===== config.mk =====
export PLATFORM = sky130hd
export DESIGN_NAME = event_frame_crc32_serializer
export DESIGN_NICKNAME = d
export VERILOG_FILES = /design/src/rtl/core/efcs_pkg.sv /design/src/rtl/core/efcs_front.sv /design/src/rtl/core/efcs_queue.sv /design/src/rtl/core/efcs_back.sv /design/src/rtl/core/event_frame_crc32_serializer.sv
export SDC_FILE = /design/constraint.sdc
export NUM_CORES = 1
export LEC_CHECK = 0
export ABC_AREA = 1
export BUFFER_PORTS_ARGS = -buffer_cell sky130_fd_sc_hd__buf_2
export CAP_MARGIN = 20
export CORE_UTILIZATION = 55
export CTS_CLUSTER_SIZE = 16
export DETAILED_ROUTE_END_ITERATION = 10
export PLACE_DENSITY = 0.74
export SYNTH_ARGS = -nofsm -noshare
export SYNTH_HDL_FRONTEND = slang
export SYNTH_HIERARCHICAL = 1
export SYNTH_SLANG_ARGS = --single-unit

===== constraint.sdc =====
create_clock -name clk -period 4.7 [get_ports clk]
set_input_delay 1.41 -clock clk [delete_from_list [all_inputs] [get_ports clk]]
set_output_delay 1.41 -clock clk [all_outputs]
set_load 0.05 [all_outputs]

===== src/rtl/core/efcs_pkg.sv =====
// Shared types, constants and the CRC-32/XFER fold function for the event frame serializer.
// No dependencies.
`default_nettype none

package efcs_pkg;

  localparam logic [31:0] CRC_POLY = 32'h0000_00AF;
  localparam int unsigned BYTE_W = 8;
  localparam int unsigned WORD_BYTES = 6;
  localparam int unsigned IDX_W = 3;

  typedef enum logic [1:0] {
    KIND_HEADER,
    KIND_SAMPLE,
    KIND_LAST
  } kind_t;

  typedef struct packed {
    kind_t        kind;
    logic [47:0]  data;
  } entry_t;

  typedef struct packed {
    logic full;
    logic empty;
  } q_status_t;

  // folds low byte then high byte, MSB-first
  function automatic logic [31:0] crc_fold16(input logic [31:0] crc_in,
                                             input logic [15:0] word);
    logic [31:0] c;
    c = crc_in;
    for (int b = 0; b < 2; b++) begin
      c = c ^ {word[b*8 +: 8], 24'd0};
      for (int k = 0; k < 8; k++) begin
        if (c[31]) begin
          c = {c[30:0], 1'b0} ^ CRC_POLY;
        end else begin
          c = {c[30:0], 1'b0};
        end
      end
    end
    return c;
  endfunction

endpackage

`default_nettype wire


===== src/rtl/core/efcs_front.sv =====
// Front end: takes input words, keeps the running CRC and the enable register,
// and builds byte-run entries for the queue. Depends on efcs_pkg.
`default_nettype none

module efcs_front (
  input  wire logic               clk,
  input  wire logic               rst,
  input  wire logic               in_valid,
  output logic                    in_stall,
  input  wire logic               req_type,
  input  wire logic [31:0]        event_time,
  input  wire logic [15:0]        trigger_bits,
  input  wire logic [15:0]        sample_value,
  input  wire logic               last_sample,
  input  wire logic               cfg_valid,
  output logic                    cfg_ready,
  input  wire logic               cfg_data,
  input  wire efcs_pkg::q_status_t q_status,
  output logic                    push,
  output efcs_pkg::entry_t        push_entry
);
  import efcs_pkg::*;

  logic        crc_enable;
  logic [31:0] running_crc;
  logic [31:0] running_crc_next;
  logic        take;

  assign cfg_ready = 1'b1;
  assign in_stall  = q_status.full;
  assign take      = in_valid && !q_status.full;
  assign push      = take;

  always_comb begin
    if (req_type == 1'b0) begin
      running_crc_next = '0;
    end else if (crc_enable) begin
      running_crc_next = crc_fold16(running_crc, sample_value);
    end else begin
      running_crc_next = running_crc;
    end
  end

  always_comb begin
    if (req_type == 1'b0) begin
      push_entry.kind = KIND_HEADER;
      push_entry.data = {trigger_bits, event_time};
    end else if (last_sample) begin
      push_entry.kind = KIND_LAST;
      push_entry.data = {running_crc_next, sample_value};
    end else begin
      push_entry.kind = KIND_SAMPLE;
      push_entry.data = {32'd0, sample_value};
    end
  end

  always_ff @(posedge clk) begin
    if (rst) begin
      crc_enable  <= 1'b1;
      running_crc <= '0;
    end else begin
      if (cfg_valid && cfg_ready) begin
        crc_enable <= cfg_data;
      end
      if (take) begin
        running_crc <= running_crc_next;
      end
    end
  end

endmodule

`default_nettype wire


===== src/rtl/core/efcs_queue.sv =====
// Short register queue of byte-run entries between front and back.
// Depends on efcs_pkg.
`default_nettype none

module efcs_queue #(
  parameter int unsigned DEPTH = 4
) (
  input  wire logic                clk,
  input  wire logic                rst,
  input  wire logic                push,
  input  wire efcs_pkg::entry_t    push_entry,
  input  wire logic                pop,
  output efcs_pkg::entry_t         head,
  output efcs_pkg::q_status_t      q_status
);
  import efcs_pkg::*;

  localparam int unsigned AW = (DEPTH > 1) ? $clog2(DEPTH) : 1;
  localparam int unsigned CW = $clog2(DEPTH + 1);
  localparam logic [AW-1:0] LAST_PTR = AW'(DEPTH - 1);
  localparam logic [CW-1:0] FULL_CNT = CW'(DEPTH);

  entry_t        mem [DEPTH];
  logic [AW-1:0] wr_ptr;
  logic [AW-1:0] rd_ptr;
  logic [CW-1:0] count;

  assign head           = mem[rd_ptr];
  assign q_status.full  = (count == FULL_CNT);
  assign q_status.empty = (count == '0);

  always_ff @(posedge clk) begin
    if (push) begin
      mem[wr_ptr] <= push_entry;
    end
  end

  always_ff @(posedge clk) begin
    if (rst) begin
      wr_ptr <= '0;
      rd_ptr <= '0;
      count  <= '0;
    end else begin
      if (push) begin
        wr_ptr <= (wr_ptr == LAST_PTR) ? '0 : wr_ptr + 1'b1;
      end
      if (pop) begin
        rd_ptr <= (rd_ptr == LAST_PTR) ? '0 : rd_ptr + 1'b1;
      end
      if (push && !pop) begin
        count <= count + 1'b1;
      end else if (pop && !push) begin
        count <= count - 1'b1;
      end
    end
  end

`ifndef ASSERT_OFF
  a_no_overflow: assert property (@(posedge clk) disable iff (rst)
    q_status.full |-> !push)
    else $error("queue push while full");
  a_no_underflow: assert property (@(posedge clk) disable iff (rst)
    q_status.empty |-> !pop)
    else $error("queue pop while empty");
  a_count_range: assert property (@(posedge clk) disable iff (rst)
    count <= FULL_CNT)
    else $error("queue count out of range");
  a_count_step: assert property (@(posedge clk) disable iff (rst)
    (push && !pop) |=> (count == $past(count) + 1'b1))
    else $error("queue count did not follow push");
`endif

endmodule

`default_nettype wire


===== src/rtl/core/efcs_back.sv =====
// Back end: walks the head entry one byte per cycle into the output register while out_stall is low.
// Depends on efcs_pkg.
`default_nettype none

module efcs_back (
  input  wire logic                clk,
  input  wire logic                rst,
  input  wire efcs_pkg::entry_t    head,
  input  wire efcs_pkg::q_status_t q_status,
  output logic                     pop,
  output logic                     out_valid,
  input  wire logic                out_stall,
  output logic [7:0]               out_byte,
  output logic                     run_last,
  output logic                     frame_end
);
  import efcs_pkg::*;

  logic [IDX_W-1:0] idx;
  logic             load;
  logic             emit;
  logic             is_last_byte;
  logic             byte_run_last;
  logic             byte_frame_end;
  logic [7:0]       sel_byte;

  assign load = !out_valid || !out_stall;
  assign emit = load && !q_status.empty;

  always_comb begin
    case (idx)
      3'd0:    sel_byte = head.data[7:0];
      3'd1:    sel_byte = head.data[15:8];
      3'd2:    sel_byte = head.data[23:16];
      3'd3:    sel_byte = head.data[31:24];
      3'd4:    sel_byte = head.data[39:32];
      3'd5:    sel_byte = head.data[47:40];
      default: sel_byte = '0;
    endcase
  end

  always_comb begin
    byte_frame_end = 1'b0;
    case (head.kind)
      KIND_HEADER: begin
        is_last_byte  = (idx == IDX_W'(WORD_BYTES - 1));
        byte_run_last = is_last_byte;
      end
      KIND_SAMPLE: begin
        is_last_byte  = (idx == 3'd1);
        byte_run_last = is_last_byte;
      end
      KIND_LAST: begin
        is_last_byte   = (idx == IDX_W'(WORD_BYTES - 1));
        byte_run_last  = is_last_byte;
        byte_frame_end = is_last_byte;
      end
      default: begin
        is_last_byte  = 1'b1;
        byte_run_last = 1'b0;
      end
    endcase
  end

  assign pop = emit && is_last_byte;

  always_ff @(posedge clk) begin
    if (rst) begin
      out_valid <= 1'b0;
      idx       <= '0;
    end else if (load) begin
      out_valid <= !q_status.empty;
      if (emit) begin
        idx <= is_last_byte ? '0 : idx + 1'b1;
      end
    end
  end

  always_ff @(posedge clk) begin
    if (emit) begin
      out_byte  <= sel_byte;
      run_last  <= byte_run_last;
      frame_end <= byte_frame_end;
    end
  end

`ifndef ASSERT_OFF
  a_idx_range: assert property (@(posedge clk) disable iff (rst)
    idx < IDX_W'(WORD_BYTES))
    else $error("byte index out of range");
  a_hold_when_stalled: assert property (@(posedge clk) disable iff (rst)
    (out_valid && out_stall) |=> $stable(idx))
    else $error("byte index moved under stall");
  a_frame_end_is_run_last: assert property (@(posedge clk) disable iff (rst)
    (out_valid && frame_end) |-> run_last)
    else $error("frame end without run last");
`endif

endmodule

`default_nettype wire


===== src/rtl/core/event_frame_crc32_serializer.sv =====
// Top level of the event frame serializer with CRC-32/XFER.
// Depends on efcs_pkg, efcs_front, efcs_queue, efcs_back.
//
//   channel  dir  handshake                 payload
//   in       in   in_valid / in_stall       req_type, event_time, trigger_bits,
//                                           sample_value, last_sample
//   out      out  out_valid / out_stall     out_byte, run_last, frame_end
//   cfg      in   cfg_valid / cfg_ready     cfg_data (crc_enable)
//
// One byte leaves per cycle while out_stall is low: a sample is 2 bytes, a header or
// last sample 6, all through the single output byte register. A word is taken while the
// entry queue (QUEUE_DEPTH entries) has room. Reset empties the queue, clears
// the CRC and sets crc_enable; out_stall holds the output byte in place.
`default_nettype none

module event_frame_crc32_serializer #(
  parameter int unsigned QUEUE_DEPTH = 4
) (
  input  wire logic        clk,
  input  wire logic        rst,
  input  wire logic        in_valid,
  output logic             in_stall,
  input  wire logic        req_type,
  input  wire logic [31:0] event_time,
  input  wire logic [15:0] trigger_bits,
  input  wire logic [15:0] sample_value,
  input  wire logic        last_sample,
  output logic             out_valid,
  input  wire logic        out_stall,
  output logic [7:0]       out_byte,
  output logic             run_last,
  output logic             frame_end,
  input  wire logic        cfg_valid,
  output logic             cfg_ready,
  input  wire logic        cfg_data
);
  import efcs_pkg::*;

  q_status_t q_status;
  entry_t    push_entry;
  entry_t    head;
  logic      push;
  logic      pop;

  efcs_front u_front (
    .clk          (clk),
    .rst          (rst),
    .in_valid     (in_valid),
    .in_stall     (in_stall),
    .req_type     (req_type),
    .event_time   (event_time),
    .trigger_bits (trigger_bits),
    .sample_value (sample_value),
    .last_sample  (last_sample),
    .cfg_valid    (cfg_valid),
    .cfg_ready    (cfg_ready),
    .cfg_data     (cfg_data),
    .q_status     (q_status),
    .push         (push),
    .push_entry   (push_entry)
  );

  efcs_queue #(
    .DEPTH (QUEUE_DEPTH)
  ) u_queue (
    .clk        (clk),
    .rst        (rst),
    .push       (push),
    .push_entry (push_entry),
    .pop        (pop),
    .head       (head),
    .q_status   (q_status)
  );

  efcs_back u_back (
    .clk       (clk),
    .rst       (rst),
    .head      (head),
    .q_status  (q_status),
    .pop       (pop),
    .out_valid (out_valid),
    .out_stall (out_stall),
    .out_byte  (out_byte),
    .run_last  (run_last),
    .frame_end (frame_end)
  );

endmodule

`default_nettype wire


Word level (Yosys, flattened, before mapping) --
Memories as Yosys holds them, arrays and structs flattened. A register that Yosys moved wholly into a read port is not among the register bits. Cells that the tools add are included.
Storage, ports and cells: bits in registers 54, memories kept 1, output and inout port bits 13, RAM bits 200
Operators by class: $add $sub $neg 5, bitwise gates (word level) 18, muxes and demuxes 62, reduce and logical (&&, ||, !) cells 18, equality and inequality tests 10
Memory list:
- u_queue.mem | words 4, bits a word 50, read ports 1, clocked after Yosys merged registers in 1, write ports 1, line efcs_queue.sv:23 | entry_t mem [DEPTH];
Operator list (number):
- $mux W32 | 32
- $mux W8 | 16
- $mux W50 | 2
- $not A6 Y6 | 16
- $xor A32 B32 Y32 | 2
- $pmux W8 S6 | 1
- $eq A3 B3 Y1 const B | 3
- $mux W3 | 3
- $mux W2 | 4
- $add A3 B1 Y3 const B | 2
- $eq A2 B2 Y1 const B | 3
- $eq A3 B2 Y1 const B | 2
- $logic_not A1 Y1 | 6
- $logic_not A3 Y1 | 2
- $logic_and A1 B1 Y1 | 5
- $add A2 B1 Y2 const B | 2
- $pmux W1 S2 | 2
- $eq A3 B1 Y1 const B | 1
- $sub A3 B1 Y3 const B | 1
- $eq A2 B1 Y1 const B | 1
- $logic_not A2 Y1 | 1
- $mux W1 | 2
- $reduce_and A2 Y1 | 1
- $reduce_bool A2 Y1 | 1
- other kinds (2) | 2

Longest topological paths before layout --
Gate-level depths: netlist (run 1).
depth in word-level cells 68, mapped depth 21

By module --
The synthesis (run 1) kept the hierarchy.
Modules (own cells, without submodules):
- efcs_queue | cells an instance 542, times used 1, area each 7891.3 sq um, seq. area each 6185.9 sq um
- efcs_front | cells an instance 621, times used 1, area each 3261.9 sq um, seq. area each 660.6 sq um
- efcs_back | cells an instance 137, times used 1, area each 940.9 sq um, seq. area each 380.4 sq um

Worst setup path before layout (run 1) --
No wires, ideal clock.
kind input port to flip-flop, start in in_valid, end mem u_queue/mem[0][0] (netlist name), enable pin, arrival 2.742 ns, setup slack 1.554 ns, buffers on the path 0, library setup time 0.404 ns, stages on the path 4, path through inv_1 nor2_2 nand2_1 inv_1
On the way: longest elaborated chain between the ends 3
Ends and longest elaborated chain:
- start: declaration | line event_frame_crc32_serializer.sv:21 | input wire logic in_valid,
- $logic_and A1 B1 Y1 | line efcs_front.sv:31 | assign take = in_valid && !q_status.full;
- net push | line event_frame_crc32_serializer.sv:42 | logic push;
- $mux W1 | line efcs_queue.sv:33 | if (push) begin
- $mux W1 (not written as such) | line efcs_queue.sv:34 | mem[wr_ptr] <= push_entry;
- end: declaration | line efcs_queue.sv:23
The timed path passes the listed nets, and every way through them passes these cells.

==> out/summary.txt, run 1 <==
outcome - finished, final reports clean
number of nets in the layout - 1450
wire length of the first global-routing pass - 47380 µm
peak supply drop - 0.0002555 V
number of register bits inferred by synthesis - 256
Core Region - 21290 µm²
worst-path fanout max - 100
Yosys top cell by area - sky130_fd_sc_hd__edfxtp_1
final slew viol count - 0
GPL Wtd Cong - 0.9767
antenna violations before repair - 0
sum of routed wire length over all layers - 31370 µm
pin slew with the least headroom to its limit - 0.9489 ns
post-synthesis average cell area - 9.303 µm²
CTS tree - done
number of global-route vias before repair - 8615
max-cap violation count - 0
achievable frequency - 319.2 MHz
synthesized net count - 1384
power density cells - 544.8 nW/µm²
final critical-path share of the clock period - 66.66%
GRT Overall Usage - 28.18%
depth of the CTS H-tree - 1
synth warn - 6
Worst Path Required - 5.12 ns
drt first-iter violations - 1061
normalized max-slew margin - 36.07%
setup ws final - 1.567 ns
startpoint kind of the worst setup timing path - register
number of iterations in the first detailed-routing pass - 7
post-detail-place hpwl - 21370 µm
number of clock sinks - 256
most common cell after layout, fill and taps aside - sky130_fd_sc_hd__nand2_1
clk_skew - 0.01324 ns
layout cell share with drive strength beyond 1 - 12.63%
internal power consumption - 4.748 mW
commonest cells after routing, fill and taps aside - 407 x sky130_fd_sc_hd__nand2_1, 210 x sky130_fd_sc_hd__edfxtp_1, 129 x sky130_fd_sc_hd__nor2_1
arrival time at the worst endpoint - 3.55 ns
Worst-path clk slew - 0.06 ns
final-report setup violation count - 0
type of destination of the critical path - register
number of vias after detailed routing - 9508
initial cell density of the core - 56.82%
die height - 150.3 µm
routed length per instance - 18.89 µm
shortest period the worst path allows - 3.133 ns
latest clock arrival within the worst-skew pair - 0.53 ns
area share of the largest cell type after synthesis - 52.14%
Crit Path Class - reg -> reg
share of power burned in the clock network - 28.5%
synthesized instance count - 1300
standby leakage power - 5.448 nW
buffers from clock root to sink, at most - 3
total inserted antenna cells - 0
grt ovf - 0
minimum setup slack after placement - 1.363 ns
setup repair after global routing missed its margin - false
library cells used by synthesis - 36
number of hold buffers added after CTS - 0
Synth area leaders - sky130_fd_sc_hd__edfxtp_1 52%, sky130_fd_sc_hd__nand2_1 13%, sky130_fd_sc_hd__dfxtp_1 7.6%, sky130_fd_sc_hd__nor2_1 4.0%, sky130_fd_sc_hd__o21ai_1 3.1%
number of hold violations in the final report - 0
Clock Root Buffer - sky130_fd_sc_hd__clkbuf_16
class of the tightest hold or removal check - reg -> reg
Resized cells post-CTS - 0
remaining antenna violation count after routing - 0
relative contribution of sequential cells to total power - 40.6%
combinational share of power - 30.9%
layout overhead on the synthesized area - 12.02%
Sw Ratio - 35.67%
TritonCTS Buffers - 26
Chip Width - 150.3 µm
cell area after synthesis - 12090 µm²
standard-cell rows - 53
largest net degree at the start of global routing - 101
overall die area - 22590 µm²
number of vias per cell - 5.724
proportion of synthesized chip area in sequential cells - 59.76%
net switching component of the power - 2.632 mW
DRC Markers - 0
post-CTS repair timing setup buffer count - 0
Top Ports - 85
setup total negative slack - 0 ns
number of port buffers - 83
-- stage by stage --
| stage | hold WS (ns) | utilization, % | power [mW] | area (µm²) | instances |
|---|---|---|---|---|---|
| detailed placement | 0.4760 | 59.51 | 5.294 | 12670 | 1613 |
| CTS | 0.4856 | 63.65 | 7.383 | 13550 | 1661 |
| floorplan | 0.4539 | - | 4.703 | 12090 | 1300 |
| finish | 0.4804 | 63.65 | 7.381 | 13550 | 1661 |
| global route | 0.5090 | 63.65 | 7.719 | 13550 | 1661 |
| global placement | 0.4676 | 59.51 | 5.252 | 12670 | 1613 |
-- cell families (layout without fill, tap and decap cells) --
kind of cell / after synthesis / in the layout / share of synthesized area [%]
xor+xnor: 21 / 21 / 1.738
simple gates: 611 / 611 / 19.99
flops: 256 / 256 / 59.76
fa+ha+maj: 12 / 12 / 1.304
buf+inv: 141 / 227 / 5.462
other cells: 1 / 1 / 0.03101
compound gates: 258 / 258 / 11.72
-- routing by layer --
layer  global-route usage, %  up-vias  share of wire [%]
li1                        -     4545                  -
met1                   38.39     4402                 41
met2                   45.65      497                 47
met3                   3.242       64                8.3
met4                   12.47        0                3.9
met5                       0        -                  0
-- path summary, 6_finish.rpt --
path,start,end,slack [ns],depth (start not counted)
max,register,u_queue/count[2],1.57,19
min,u_back/out_valid,u_back/out_valid,0.48,2
max reg2reg,register,u_queue/count[2],1.57,19
min reg2reg,u_back/out_valid,u_back/out_valid,0.48,2
-- area by class of cell --
cell class	count	area (µm²)
fillers	1667	7739
multi-input cells	903	4209
flip-flops and latches	256	7228
clock inverters	12	140.1
repair buffers	97	570.5
well taps	275	344.1
inverters	82	316.6
clock buffers	36	739.5
-- synth_stat cells, drive strengths merged --
cell type,number
xor2,11
nand4,3
nand3,53
xnor2,10
clkinv,3
ha,11
nand2,413
edfxtp,210
nor2,133
o21ai,147
buf,40
o22ai,50
o211ai,4
fa,1
nor3,4
a22o,10
conb,1
clkbuf,19
inv,79
a21oi,47
dfxtp,46
or2,5
-- worst max-delay path, cell delays in order (launching register included) --
cell and delay [ns]:
sky130_fd_sc_hd__dfxtp_2 0.76, sky130_fd_sc_hd__inv_8 0.36, sky130_fd_sc_hd__o21ai_1 0.24, sky130_fd_sc_hd__o22ai_1 0.11, sky130_fd_sc_hd__inv_1 0.12, sky130_fd_sc_hd__nor2_1 0.06
sky130_fd_sc_hd__nand2_2 0.09, sky130_fd_sc_hd__nand3_2 0.08, sky130_fd_sc_hd__nand2_2 0.08, sky130_fd_sc_hd__inv_1 0.05, sky130_fd_sc_hd__inv_1 0.10, sky130_fd_sc_hd__ha_1 0.19
sky130_fd_sc_hd__inv_2 0.05, sky130_fd_sc_hd__fa_1 0.38, sky130_fd_sc_hd__inv_1 0.07, sky130_fd_sc_hd__nand2_1 0.06, sky130_fd_sc_hd__nand3_1 0.07, sky130_fd_sc_hd__nand2_1 0.05
sky130_fd_sc_hd__inv_1 0.04, sky130_fd_sc_hd__nor2_1 0.03
-- power by group through the flow --
stage | combinational, mW | sequential, mW | clock (mW)
after floorplan | 1.56 | 3.14 | 0
after global placement | 2.21 | 3.04 | 0
after detailed placement | 2.25 | 3.04 | 0
after CTS | 2.27 | 3.00 | 2.12
after global routing | 2.50 | 3.03 | 2.20
final | 2.28 | 3.00 | 2.10
-- state kept, by name (all words and copies together) (netlist names), named ones only --
signal / count
u_back/frame_end: 1
u_back/idx: 3
u_back/out_byte: 8
u_back/out_valid: 1
u_back/run_last: 1
u_front/crc_enable: 1
u_front/running_crc: 32
u_queue/count: 3
u_queue/mem: 200
u_queue/rd_ptr: 2
u_queue/wr_ptr: 2
Note: power is estimated with default switching activity, not from simulation.
==> inputs of run 2 (changes only) <==
--- a/config.mk
+++ b/config.mk
@@ -11,7 +11,7 @@
 export CORE_UTILIZATION = 55
 export CTS_CLUSTER_SIZE = 16
 export DETAILED_ROUTE_END_ITERATION = 10
-export PLACE_DENSITY = 0.74
+export PLACE_DENSITY = 0.77
 export SYNTH_ARGS = -nofsm -noshare
 export SYNTH_HDL_FRONTEND = slang
 export SYNTH_HIERARCHICAL = 1
==> constraint.sdc (replaced) <==
create_clock -name clk -period 2.72 [get_ports clk]
set_input_delay 0.816 -clock clk [delete_from_list [all_inputs] [get_ports clk]]
set_output_delay 0.816 -clock clk [all_outputs]
set_load 0.05 [all_outputs]
==> out/summary.txt, run 2 (synthesis gave the netlist of run 1 again) <==
layout cell share with drive strength beyond 1 - 13.70%
initial cell density of the core - 56.82%
die height - 150.3 µm
number of hold violations in the final report - 0
worst r2r src - u_back/idx[1]
GPL Wtd Cong - 0.9524
max-cap violation count - 0
number of vias per cell - 5.763
post-detail-place hpwl - 21520 µm
Worst-path clk slew - 0.06 ns
setup repair after global routing missed its margin - false
number of flip-flops under the largest register name - 200
number of hold buffers added after CTS - 0
hold path start - u_back/out_valid
R2R setup slack - 0.27 ns
peak supply drop - 0.0005100 V
number of iterations in the first detailed-routing pass - 7
Sw Ratio - 35.40%
pin slew with the least headroom to its limit - 0.7714 ns
GRT Overall Usage - 28.80%
Crit Path Class - reg -> reg
final slew viol count - 0
combinational share of power - 31.6%
Cells on Worst Hold Path - 2
overall die area - 22590 µm²
drt first-iter violations - 1046
number of global-route vias before repair - 9152
power density cells - 947.8 nW/µm²
worst-path fanout max - 8
routed length per instance - 18.87 µm
number of nets in the layout - 1465
class of the tightest hold or removal check - reg -> reg
clk_skew - 0.007818 ns
r2r worst-path depth - 14
wire length of the first global-routing pass - 48670 µm
final critical-path share of the clock period - 89.99%
type of destination of the critical path - register
Top Ports - 85
CTS tree - done
commonest cells after routing, fill and taps aside - 407 x sky130_fd_sc_hd__nand2_1, 210 x sky130_fd_sc_hd__edfxtp_1, 129 x sky130_fd_sc_hd__nor2_1
Worst Path Required - 3.14 ns
shortest period the worst path allows - 2.448 ns
standard-cell rows - 53
achievable frequency - 408.6 MHz
hold worst-path end - u_back/out_valid
final-report setup violation count - 0
startpoint kind of the worst setup timing path - register
most common cell after layout, fill and taps aside - sky130_fd_sc_hd__nand2_1
Core Region - 21290 µm²
net switching component of the power - 4.606 mW
total inserted antenna cells - 0
end of the worst register-to-register path - u_queue/count[1]
most flop-heavy register - u_queue/mem
relative contribution of sequential cells to total power - 39.3%
largest net degree at the start of global routing - 58
remaining antenna violation count after routing - 0
Chip Width - 150.3 µm
latest clock arrival within the worst-skew pair - 0.52 ns
Top Registers - u_queue/mem x200, u_front/running_crc x32, u_back/out_byte x8
post-CTS repair timing setup buffer count - 0
Resized cells post-CTS - 0
final core area utilization - 64.49%
depth of the CTS H-tree - 1
antenna violations before repair - 0
internal power consumption - 8.404 mW
standby leakage power - 5.554 nW
grt ovf - 0
arrival time at the worst endpoint - 2.86 ns
share of power burned in the clock network - 29.1%
layout overhead on the synthesized area - 13.50%
DRC Markers - 0
Clock Root Buffer - sky130_fd_sc_hd__clkbuf_16
buffers from clock root to sink, at most - 3
setup total negative slack - 0 ns
number of port buffers - 83
normalized max-slew margin - 48.03%
number of vias after detailed routing - 9658
TritonCTS Buffers - 27
sum of routed wire length over all layers - 31630 µm
number of clock sinks - 256
outcome - finished, final reports clean
run 2: cell types whose count changed in the layout (fill, tap and decap cells not counted), sizes merged:
cell and change:
buf +14, inv +2, clkinvlp -1, bufinv +1, clkinv -1
run 2: cell type report:
type	instances	area, µm²
fill	1693	7560
sequential	256	7228
multi-input combinational	903	4209
clock buffer	36	749.5
timing repair buffer	111	700.7
tap	275	344.1
inverter	82	316.6
clock inverter	13	178.9
run 2: worst max path at each step:
stage	slack, ns	end	start
floorplan	0.17	u_queue/mem[0][0]	in_valid
global placement	0.25	u_queue/mem[3][36]	sample_value[7]
detailed placement	0.18	u_queue/mem[3][36]	sample_value[7]
CTS	0.28	u_queue/count[1]	u_back/idx[1]
global route	0.03	u_queue/count[2]	register
finish	0.27	u_queue/count[1]	u_back/idx[1]
run 2: stage by stage:
stage          power, mW  hold WS (ns)  instance area [µm²]  worst slack, ns  instances
5_1_grt            13.65        0.5025                13730          0.03108       1676
2_1_floorplan      8.127        0.4539                12090           0.1677       1300
3_5_place_dp       9.258        0.4792                12800           0.1801       1627
4_1_cts            13.03        0.4797                13730           0.2845       1676
6_report           13.01        0.4877                13730           0.2724       1676
3_3_place_gp       9.147        0.4710                12800           0.2474       1627
run 2: critical path: stages (launching register included):
cell,delay [ns]
sky130_fd_sc_hd__dfxtp_1,0.33
sky130_fd_sc_hd__inv_1,0.10
sky130_fd_sc_hd__ha_1,0.18
sky130_fd_sc_hd__inv_1,0.06
sky130_fd_sc_hd__nor2_2,0.37
sky130_fd_sc_hd__nand2_2,0.12
sky130_fd_sc_hd__nand3_2,0.10
sky130_fd_sc_hd__nand2_2,0.06
sky130_fd_sc_hd__inv_1,0.06
sky130_fd_sc_hd__inv_1,0.07
sky130_fd_sc_hd__ha_1,0.21
sky130_fd_sc_hd__inv_2,0.07
sky130_fd_sc_hd__fa_1,0.40
sky130_fd_sc_hd__o21ai_0,0.17
sky130_fd_sc_hd__nor2_1,0.05
run 2: layer usage:
layer | vias up | share of wire, % | routed length (µm) | track usage (%)
met1 | 4586 | 39 | 12310 | 38.03
li1 | 4565 | - | - | -
met4 | 0 | 4.3 | 1350 | 13.13
met5 | - | 0 | 0 | 0
met2 | 432 | 48 | 15280 | 47.56
met3 | 75 | 8.5 | 2700 | 3.636
run 2: power by group through the flow:
stage | sequential, mW | clock, mW | combinational [mW]
floorplan | 5.43 | 0 | 2.69
global placement | 5.18 | 0 | 3.97
detailed placement | 5.19 | 0 | 4.07
CTS | 5.12 | 3.83 | 4.08
global route | 5.16 | 4.00 | 4.49
finish | 5.12 | 3.79 | 4.11
